`src/rtl/core/mvdl_pkg.sv`:
```
// Package for the multichannel voice delay line: sizes, register map,
// configuration struct and the delay-time conversion.
// No dependencies.
`default_nettype none

package mvdl_pkg;

  // Storage sizing
  localparam int NumChannels = 4;      // channels with a line in the store
  localparam int LineDepth   = 512;    // entries per channel line
  localparam int ChanSlots   = 4;      // channel codes carried by a 2-bit tag
  localparam int LineAw      = $clog2(LineDepth);
  localparam int DlyW        = LineAw + 1;                  // holds LineDepth itself
  localparam int MemDepth    = NumChannels * LineDepth;
  localparam int MemAw       = $clog2(MemDepth);

  // Field widths fixed by the interface
  localparam int ChW     = 2;
  localparam int SampleW = 16;
  localparam int TimeW   = 15;
  localparam int CountW  = 3;

  // Delay time conversion: D = (262 * (t + 124)) >> 15, t clamped at 20000 us
  localparam int TimeFactor = 262;
  localparam int TimeOffset = 124;
  localparam int TimeShift  = 15;
  localparam int TimeLimit  = 20000;
  localparam int ProdW      = 24;
  localparam int DBaseW     = 8;       // largest base count is 160

  // Register map
  localparam int NumRegs  = 7;
  localparam int PaddrW   = $clog2(NumRegs * 4);
  localparam int RegIdxW  = PaddrW - 2;
  localparam int DataW    = 32;

  typedef enum logic [RegIdxW-1:0] {
    RegEnable   = 3'd0,
    RegWideband = 3'd1,
    RegChCount  = 3'd2,
    RegTime0    = 3'd3,
    RegTime1    = 3'd4,
    RegTime2    = 3'd5,
    RegTime3    = 3'd6
  } reg_idx_e;

  // Configuration as seen by the datapath
  typedef struct packed {
    logic                               enable;
    logic                               wideband;
    logic [CountW-1:0]                  channel_count;
    logic [ChanSlots-1:0][DBaseW-1:0]   dbase;   // narrowband delay count per channel
  } cfg_t;

  // Base (narrowband) delay count for a delay time in microseconds
  function automatic logic [DBaseW-1:0] delay_base(input logic [TimeW-1:0] t);
    logic [TimeW-1:0] tc;
    logic [ProdW-1:0] prod;
    tc   = (t > TimeW'(TimeLimit)) ? TimeW'(TimeLimit) : t;
    prod = ProdW'(TimeFactor) * (ProdW'(tc) + ProdW'(TimeOffset));
    return prod[TimeShift +: DBaseW];
  endfunction

endpackage

`default_nettype wire

```
`src/rtl/core/mvdl_regs.sv`:
```
// APB-style configuration registers of the voice delay line.
// Depends on mvdl_pkg.
`default_nettype none

module mvdl_regs import mvdl_pkg::*; (
  input  logic              clk_i,
  input  logic              rst_ni,
  input  logic              psel,
  input  logic              penable,
  input  logic              pwrite,
  input  logic [PaddrW-1:0] paddr,
  input  logic [DataW-1:0]  pwdata,
  output logic [DataW-1:0]  prdata,
  output logic              pready,
  output cfg_t              cfg_o,
  output logic              clear_o   // valid-index write: restart every line
);

  logic                              enable_q, wideband_q;
  logic [CountW-1:0]                 chcnt_q;
  logic [ChanSlots-1:0][TimeW-1:0]   time_q;
  logic [ChanSlots-1:0][DBaseW-1:0]  dbase_q;

  logic                 wr;
  logic [RegIdxW-1:0]   idx;
  logic [ChW-1:0]       slot;       // channel of a delay-time register
  logic [DBaseW-1:0]    dbase_new;

  assign pready    = 1'b1;
  assign wr        = psel && penable && pwrite;
  assign idx       = paddr[PaddrW-1:2];
  assign slot      = ChW'(idx - RegTime0);
  assign dbase_new = delay_base(pwdata[TimeW-1:0]);
  assign clear_o   = wr && (idx <= RegTime3);

  always_ff @(posedge clk_i or negedge rst_ni) begin
    if (!rst_ni) begin
      enable_q   <= 1'b0;
      wideband_q <= 1'b0;
      chcnt_q    <= '0;
      time_q     <= '0;
      dbase_q    <= '0;
    end else if (wr) begin
      unique case (idx)
        RegEnable:   enable_q   <= pwdata[0];
        RegWideband: wideband_q <= pwdata[0];
        RegChCount:  chcnt_q    <= pwdata[CountW-1:0];
        RegTime0, RegTime1, RegTime2, RegTime3: begin
          time_q[slot]  <= pwdata[TimeW-1:0];
          dbase_q[slot] <= dbase_new;
        end
        default: ;
      endcase
    end
  end

  always_comb begin
    unique case (idx)
      RegEnable:   prdata = DataW'(enable_q);
      RegWideband: prdata = DataW'(wideband_q);
      RegChCount:  prdata = DataW'(chcnt_q);
      RegTime0:    prdata = DataW'(time_q[0]);
      RegTime1:    prdata = DataW'(time_q[1]);
      RegTime2:    prdata = DataW'(time_q[2]);
      RegTime3:    prdata = DataW'(time_q[3]);
      default:     prdata = '0;
    endcase
  end

  assign cfg_o.enable        = enable_q;
  assign cfg_o.wideband      = wideband_q;
  assign cfg_o.channel_count = chcnt_q;
  assign cfg_o.dbase         = dbase_q;

endmodule

`default_nettype wire
```
`config.mk`:
```
export PLATFORM = sky130hd
export DESIGN_NAME = mvdl_regs
export DESIGN_NICKNAME = d
export VERILOG_FILES = /design/src/rtl/core/mvdl_pkg.sv /design/src/rtl/core/mvdl_regs.sv
export SDC_FILE = /design/constraint.sdc
export NUM_CORES = 1
export LEC_CHECK = 0
export BUFFER_PORTS_ARGS = -buffer_cell sky130_fd_sc_hd__clkbuf_2
export CAP_MARGIN = 30
export CORE_UTILIZATION = 57
export CTS_BUF_LIST = sky130_fd_sc_hd__clkbuf_4 sky130_fd_sc_hd__clkbuf_8 sky130_fd_sc_hd__clkbuf_16
export DETAILED_ROUTE_END_ITERATION = 8
export PLACE_DENSITY = 0.82
export RECOVER_POWER = 50
export SYNTH_ARGS = -nofsm -noshare
export SYNTH_HDL_FRONTEND = slang
export SYNTH_SLANG_ARGS = --single-unit
```
`constraint.sdc`:
```
create_clock -name clk_i -period 3.3 [get_ports clk_i]
set_input_delay 0.33 -clock clk_i [delete_from_list [all_inputs] [get_ports clk_i]]
set_output_delay 0.33 -clock clk_i [all_outputs]
set_load 0.03 [all_outputs]
```
==> out/qor.csv, run 1 <==
metric,value,unit
synth-seq-area-share,38.59,%
period_minus_slack,4977,ps
r2r_cells,2,
max_freq,0.2009,GHz
grt_first_pass_wirelength,29380,µm
regToRegSetupSlack,2460,ps
fraction_of_synthesis_flops_using_an_asynchronous_set_or_reset_pin,100.0,%
yosysWarningCount,0,
library_cell_used_as_clock_root_buffer,clkbuf_8,
final_core_util,78.85,%
diodes,0,
syn-cell-area,6290,µm²
max-clock-path-buffers,2,
failed_checks,"DRC, setup timing",
period_share,150.8,%
clk_latency_worst_skew_pair,370,ps
hp-class,in2reg,
final.setup.tns,-49780,ps
powerDensity,642.6,nW/µm²
dr_wl_met2,9887,µm
endpoint_kind,flop,
number_of_global_route_vias_before_repair,5901,
worstSetupStartpoint,pwdata[2],
drt-met1-wl,7372,µm
post-route-cell-area,8287,µm²
post_synth_num_cell_types,62,
place_congestion,0.8916,
timing.final.max_slew_violations,0,
place_area,7427,µm²
cts.clk_slew.worst_paths,110,ps
endpoint,cfg_o[15],
worst_r2r_endpoint,cfg_o[7],
layout_common_cells,"nand2_1 (217), buf_4 (101), dfrtp_1 (97), clkbuf_1 (41), inv_1 (35)",
worstPathRequired,3540,ps
synth_compound_gate_area_share,10.62,%
drt_first_iter_violations,742,
floorplan.die_area,11460,µm²
groute.usage.overall,33.17,%
cp-start-kind,input port,
highest-signal-layer,met4,
core_area,10510,µm²
power,5.325,mW
cts_tree,done,
fin_worst_skew,0,ps
num_io_pins,113,
detailed_place_hpwl,12610,µm
dpl.cell_count,982,
met3_wirelength,2180,µm
worst_slew_margin_rel,7.272,%
grt_remaining_overflow,0,
postRouteWirelength,20510,µm
floorplan.die.width,107.0,µm
avgViaCountPerCell,5.990,
mostFrequentLayoutCell,nand2_1,
rows,37,
cts_htree_levels,3,
detailedPlace.worstSlack,-2293,ps
power.static_leakage,4.187,nW
share_of_synthesized_cell_area_in_and_or_nand_and_nor_gates,21.19,%
synth_area_leader_cell,dfrtp_1,
synth.area.mux_share,6.943,%
crit_fanout,5,
synth-seq-cells,97,
grt_setup_unrepaired,true,
floorplan.initialDensity,59.85,%
die_h,107.0,µm
tritoncts.num_buffers,9,
number_of_antenna_violations_at_the_first_check_in_global_routing,0,
synth-xor-area-share,2.069,%
yosys.area_share.adder,12.02,%
yosysTopAreaCellShare,38.59,%
max_cap_violations,0,
port_buffer_cells,75,
route.detailed.wl_per_inst,20.17,µm
dominant_combinational_cell_family_by_area_after_synthesis,simple AND/OR/NAND/NOR gates,
detailed_routing_iterations_pass_1,8,
worstReg2RegStart,cfg_o[7],
cts_sinks,97,
setup-violations-final,32,
finish.net_count,973,
ant_nets,0,
timing_worst_slew_pin_value,1391,ps
syn-mean-instance-area,8.797,µm²
setup_ws,-1677,ps
remaining_drc_errors,1,
run_status,"finished, violations left",
hold_slack,261.1,ps
detailroute.via_count,6092,
final_cells,1017,
drive_gt1_share,31.21,%
timing.final.hold_violations,0,
synth_area_leaders,"dfrtp_1 (39%), nand2_1 (13%), ha_1 (9.2%), mux2_2 (3.8%), mux2i_1 (3.2%)",
irDropWorstVdd,0.4955,mV
arrival,5220,ps
synth_cells,715,
synth_flop_cell,dfrtp_1,
syn_to_final_growth,31.75,%
path_class,in2reg,
post_synth_edffs,0,
grt_start_max_net_pins,50,
-- where the power goes --
part           total (mW)  internal, mW  leakage [nW]  switching [mW]
clock network       0.840         0.366         0.105           0.474
logic                2.81          1.17          2.83            1.63
registers            1.68          1.48          1.25           0.195
-- worst min-delay path by stage --
stage                      endpoint  slack (ps)  startpoint  cells after the start
after floorplan            cfg_o[0]          30      rst_ni                      0
after global placement    cfg_o[29]         370      rst_ni                      1
after detailed placement  cfg_o[29]         380      rst_ni                      1
after CTS                 time_q[5]         300   pwdata[5]                      4
after global routing      time_q[5]         260   pwdata[5]                      4
final                     time_q[5]         260   pwdata[5]                      4
-- registers in the layout (all words and copies together), names as in the netlist --
name and flops:
cfg_o 32, time_q 60, wideband_q 1, enable_q 1, chcnt_q 3
-- critical path, stage by stage --
cell      delay (ps)
clkbuf_2         160
nor3_4           230
nand4b_1         110
or3_4            360
nand2_4           70
and2_4           150
inv_4             40
ha_4             140
or4b_4           250
nand2_4           60
xor2_2           180
a21oi_2          160
ha_1             290
ha_4             290
inv_2             30
fa_1             550
inv_2             60
ha_4             270
nand2_2           60
o211ai_1         170
buf_4            160
nor3_4            50
a211oi_4         330
buf_6            190
nand2_4           80
mux2i_4          300
o22ai_1          120
-- area by class of cell --
| cell class | instances | area (µm²) |
|---|---|---|
| fillers | 639 | 2222 |
| clock buffers | 9 | 123.9 |
| multi-input cells | 532 | 4039 |
| repair buffers | 189 | 1257 |
| clock inverters | 7 | 87.58 |
| well taps | 136 | 170.2 |
| flip-flops and latches | 97 | 2427 |
| inverters | 47 | 181.4 |
-- per-layer routing --
metal | track usage, % | vias up
li1 | - | 2640
met5 | 0 | -
met2 | 55.99 | 446
met1 | 42.28 | 2910
met3 | 5.957 | 96
met4 | 12.92 | 0
-- Yosys cell counts, drive strengths merged (4+ instances only) --
cell	count
a22o	15
xnor2	11
dfrtp	97
buf	36
a211oi	5
nand2	224
nor2	24
o22ai	4
mux2i	20
fa	9
clkbuf	21
and3	7
o21ai	35
and2	10
nor3	10
mux2	21
a21o	4
ha	46
nand3	10
a21oi	13
inv	47
-- timing repair --
item,CTS,global route
hold endpoints to repair,47,0
resized for setup,61,42
pin swaps,47,37
setup buffers,11,9
endpoints found under the setup margin,32,32
hold buffers,1,0
-- kinds of logic after synthesis --
group,Yosys count
and+or+nand+nor,307
adders and majority gates,55
buffers and inverters,104
DFF,97
AOI/OAI and AO/OA,95
muxes,41
xor gates and xnor gates,14
other,2
No activity file was read; power rests on OpenSTA's default activity.
==> inputs of run 2 (changes only) <==
--- a/config.mk
+++ b/config.mk
@@ -5,12 +5,13 @@
 export SDC_FILE = /design/constraint.sdc
 export NUM_CORES = 1
 export LEC_CHECK = 0
+export ABC_AREA = 1
 export BUFFER_PORTS_ARGS = -buffer_cell sky130_fd_sc_hd__clkbuf_2
 export CAP_MARGIN = 30
 export CORE_UTILIZATION = 57
 export CTS_BUF_LIST = sky130_fd_sc_hd__clkbuf_4 sky130_fd_sc_hd__clkbuf_8 sky130_fd_sc_hd__clkbuf_16
 export DETAILED_ROUTE_END_ITERATION = 8
-export PLACE_DENSITY = 0.82
+export PLACE_DENSITY = 0.83
 export RECOVER_POWER = 50
 export SYNTH_ARGS = -nofsm -noshare
 export SYNTH_HDL_FRONTEND = slang
==> out/qor.csv, run 2 <==
metric,value,unit,change
tritoncts.num_buffers,9,,unchanged
floorplan.die_area,10860,µm²,-5.2%
number_of_global_route_vias_before_repair,6287,,+6.5%
max_cap_violations,1,,+1
hold_slack,178.7,ps,-82.39 ps
postRouteWirelength,20730,µm,+1.0%
period_minus_slack,4600,ps,-377.3 ps
power,5.104,mW,-4.1%
power.switching_fraction,44.24,%,+1.0 points
critPathSlowestCell,fa_1,,
place_congestion,0.8785,,-1.5%
path_class,in2reg,,
hp-class,in2reg,,
die_h,104.2,µm,-2.6%
timing.final.max_slew_violations,44,,+44
cp-start-kind,input port,,
synth_flop_cell,dfrtp_1,,
setup_ws,-1300,ps,+377.3 ps
core_area,9955,µm²,-5.3%
fin_worst_skew,0,ps,unchanged
detailed_routing_iterations_pass_1,7,,-1
comb_power_share,51.6,%,-1.1 points
diodes,0,,unchanged
fraction_of_synthesis_flops_using_an_asynchronous_set_or_reset_pin,100.0,%,unchanged
syn-cell-area,5956,µm²,-5.3%
syn-mean-instance-area,8.016,µm²,-8.9%
worst_path_most_repeated_cell,nand2_4,,
cts_htree_levels,3,,unchanged
remaining_drc_errors,0,,-1
worst_r2r_endpoint,time_q[24],,
route.detailed.wl_per_inst,19.65,µm,-2.6%
grt_setup_unrepaired,true,,
power.sequential.fraction,32.3,%,+0.8 points
fillers,576,,-9.9%
largest_register_ffs,60,,unchanged
mostFrequentLayoutCell,nand2_1,,
timing_worst_slew_pin_value,2280,ps,+889.4 ps
dpl.cell_count,1017,,+3.6%
groute.usage.overall,35.89,%,+2.7 points
top_register,time_q,,
worst_slew_margin_rel,-52.02,%,-59 points
synth_common_cells,"nand2_1 (186), inv_1 (110), dfrtp_1 (97), o21ai_0 (79), ha_1 (46)",,
whs_endpoint,time_q[43],,
worstReg2RegStart,time_q[24],,
drive_gt1_share,29.83,%,-1.4 points
irDropWorstVdd,0.3912,mV,-21%
grt_remaining_overflow,0,,unchanged
hold_path_depth,3,,-1
slowest_delay,530,ps,-20 ps
yosysWarningCount,0,,unchanged
powerDensity,644.2,nW/µm²,+0.26%
final-seq-area,2427,µm²,unchanged
finish.net_count,1015,,+4.3%
arrival,4910,ps,-310 ps
worstPathRequired,3610,ps,+70 ps
regToRegSetupSlack,2490,ps,+30 ps
floorplan.die.width,104.2,µm,-2.6%
power.net_switching,2.258,mW,-1.8%
hold_path.startpoint,pwdata[13],,
yosysTopAreaCellShare,40.76,%,+2.2 points
run_status,"finished, violations left",,
cts.clk_slew.worst_paths,100,ps,about the same
ant_nets,0,,unchanged
num_io_pins,113,,unchanged
crit_fanout,9,,+4
setup-violations-final,32,,unchanged
detailroute.via_count,6419,,+5.4%
number_of_antenna_violations_at_the_first_check_in_global_routing,0,,unchanged
cts_sinks,97,,unchanged
endpoint_kind,flop,,
post_synth_edffs,0,,unchanged
synth-seq-area-share,40.76,%,+2.2 points
floorplan.initialDensity,59.83,%,about the same
failed_checks,"capacitance limit, slew limit, setup timing",,
cts_tree,done,,
port_buffer_cells,75,,unchanged
max-clock-path-buffers,2,,unchanged
timing.final.hold_violations,0,,unchanged
r2r_cells,2,,unchanged
layout_common_cells,"nand2_1 (163), buf_4 (107), dfrtp_1 (97), inv_1 (93), o21ai_0 (70)",,
grt_first_pass_wirelength,30550,µm,+4.0%
avgViaCountPerCell,6.084,,+1.6%
power.static_leakage,4.029,nW,-3.8%
footprint_of_the_multi_input_gates,3448,µm²,-15%
synth_cells,743,,+3.9%
synth_area_leader_cell,dfrtp_1,,
grt_start_max_net_pins,44,,-12%
rows,36,,-2.7%
synth_area_leaders,"dfrtp_1 (41%), nand2_1 (12%), ha_1 (9.7%), inv_1 (6.9%), o21ai_0 (6.6%)",,
synth-seq-cells,97,,unchanged
detailedPlace.worstSlack,-1585,ps,+707.3 ps
post_synth_num_cell_types,37,,-40%
period_share,139.4,%,-11 points
p_int,2.846,mW,-5.9%
synth.most_common_cell,nand2_1,,
power_frac_clock,16.1,%,+0.3 points
max_freq,0.2174,GHz,+8.2%
clk_latency_worst_skew_pair,380,ps,about the same
detailed_place_hpwl,12330,µm,-2.2%
library_cell_used_as_clock_root_buffer,clkbuf_8,,
syn_to_final_growth,33.03,%,
worstSetupStartpoint,pwdata[8],,
drt_first_iter_violations,637,,-14%
final_cells,1055,,+3.7%
==> run 2: kinds of logic (layout without fill, tap and decap cells) <==
| group | count (synthesis) | in the layout | synth area share, % |
|---|---|---|---|
| buffers and inverters | 155 | 316 | 11.13 |
| flip-flops | 97 | 97 | 40.76 |
| other | 2 | 20 | 0.1261 |
| XOR/XNOR | 7 | 7 | 1.029 |
| AO/OA/AOI/OAI | 135 | 135 | 13.13 |
| adder cells (fa/ha/maj) | 55 | 55 | 12.69 |
| AND/OR/NAND/NOR | 292 | 292 | 21.13 |
==> run 2: what timing repair did <==
action,CTS,global route
setup buffers,12,10
gates resized for setup,55,59
hold endpoints to repair,41,0
pin swaps,48,35
endpoints found under the setup margin,32,32
hold buffers,1,0
==> run 2: power groups by stage <==
stage / clock network (mW) / registers, mW / logic [mW]
2_1_floorplan: 0 / 1.91 / 1.17
4_1_cts: 0.803 / 1.63 / 2.35
5_1_grt: 0.857 / 1.67 / 2.80
6_report: 0.821 / 1.65 / 2.63
3_3_place_gp: 0 / 1.64 / 2.08
3_5_place_dp: 0 / 1.66 / 2.16
==> run 2: cell type report <==
class / instances / share of cell area [%]
multi-input cells: 509 / 43.52
well taps: 133 / 2.100
clock inverters: 4 / 0.6633
repair buffers: 186 / 15.54
inverters: 115 / 5.622
clock buffers: 11 / 1.911
flip-flops and latches: 97 / 30.64
==> run 2: worst max-delay path by stage <==
stage                      endpoint  cells after the start
after floorplan           cfg_o[22]                     31
after global placement    cfg_o[22]                     33
after detailed placement  cfg_o[22]                     33
after CTS                 cfg_o[22]                     33
after global routing      cfg_o[30]                     35
final                     cfg_o[22]                     35
==> run 2: critical path, delay by kind of cell <==
family                     cells  cell delay [ps]
and+or+nand+nor               23             2510
adders and majority gates      4             1320
buffers and inverters          8              730
==> run 2: through the flow <==
| step | setup TNS [ps] | area (µm²) | utilization, % |
|---|---|---|---|
| after floorplan | -26640 | 6192 | - |
| after global placement | -39790 | 7173 | 72.06 |
| after detailed placement | -46080 | 7173 | 72.06 |
| after CTS | -25960 | 7729 | 77.64 |
| after global routing | -43340 | 7923 | 79.59 |
| final | -38370 | 7923 | 79.59 |
==> run 2: per-layer routing <==
layer / global-route usage (%) / vias up / part of all wire [%]
met2: 59.90 / 560 / 46
met3: 8.835 / 157 / 12
met5: 0 / - / 0
met1: 42.34 / 2989 / 35
met4: 20.31 / 0 / 6.9
li1: - / 2713 / -
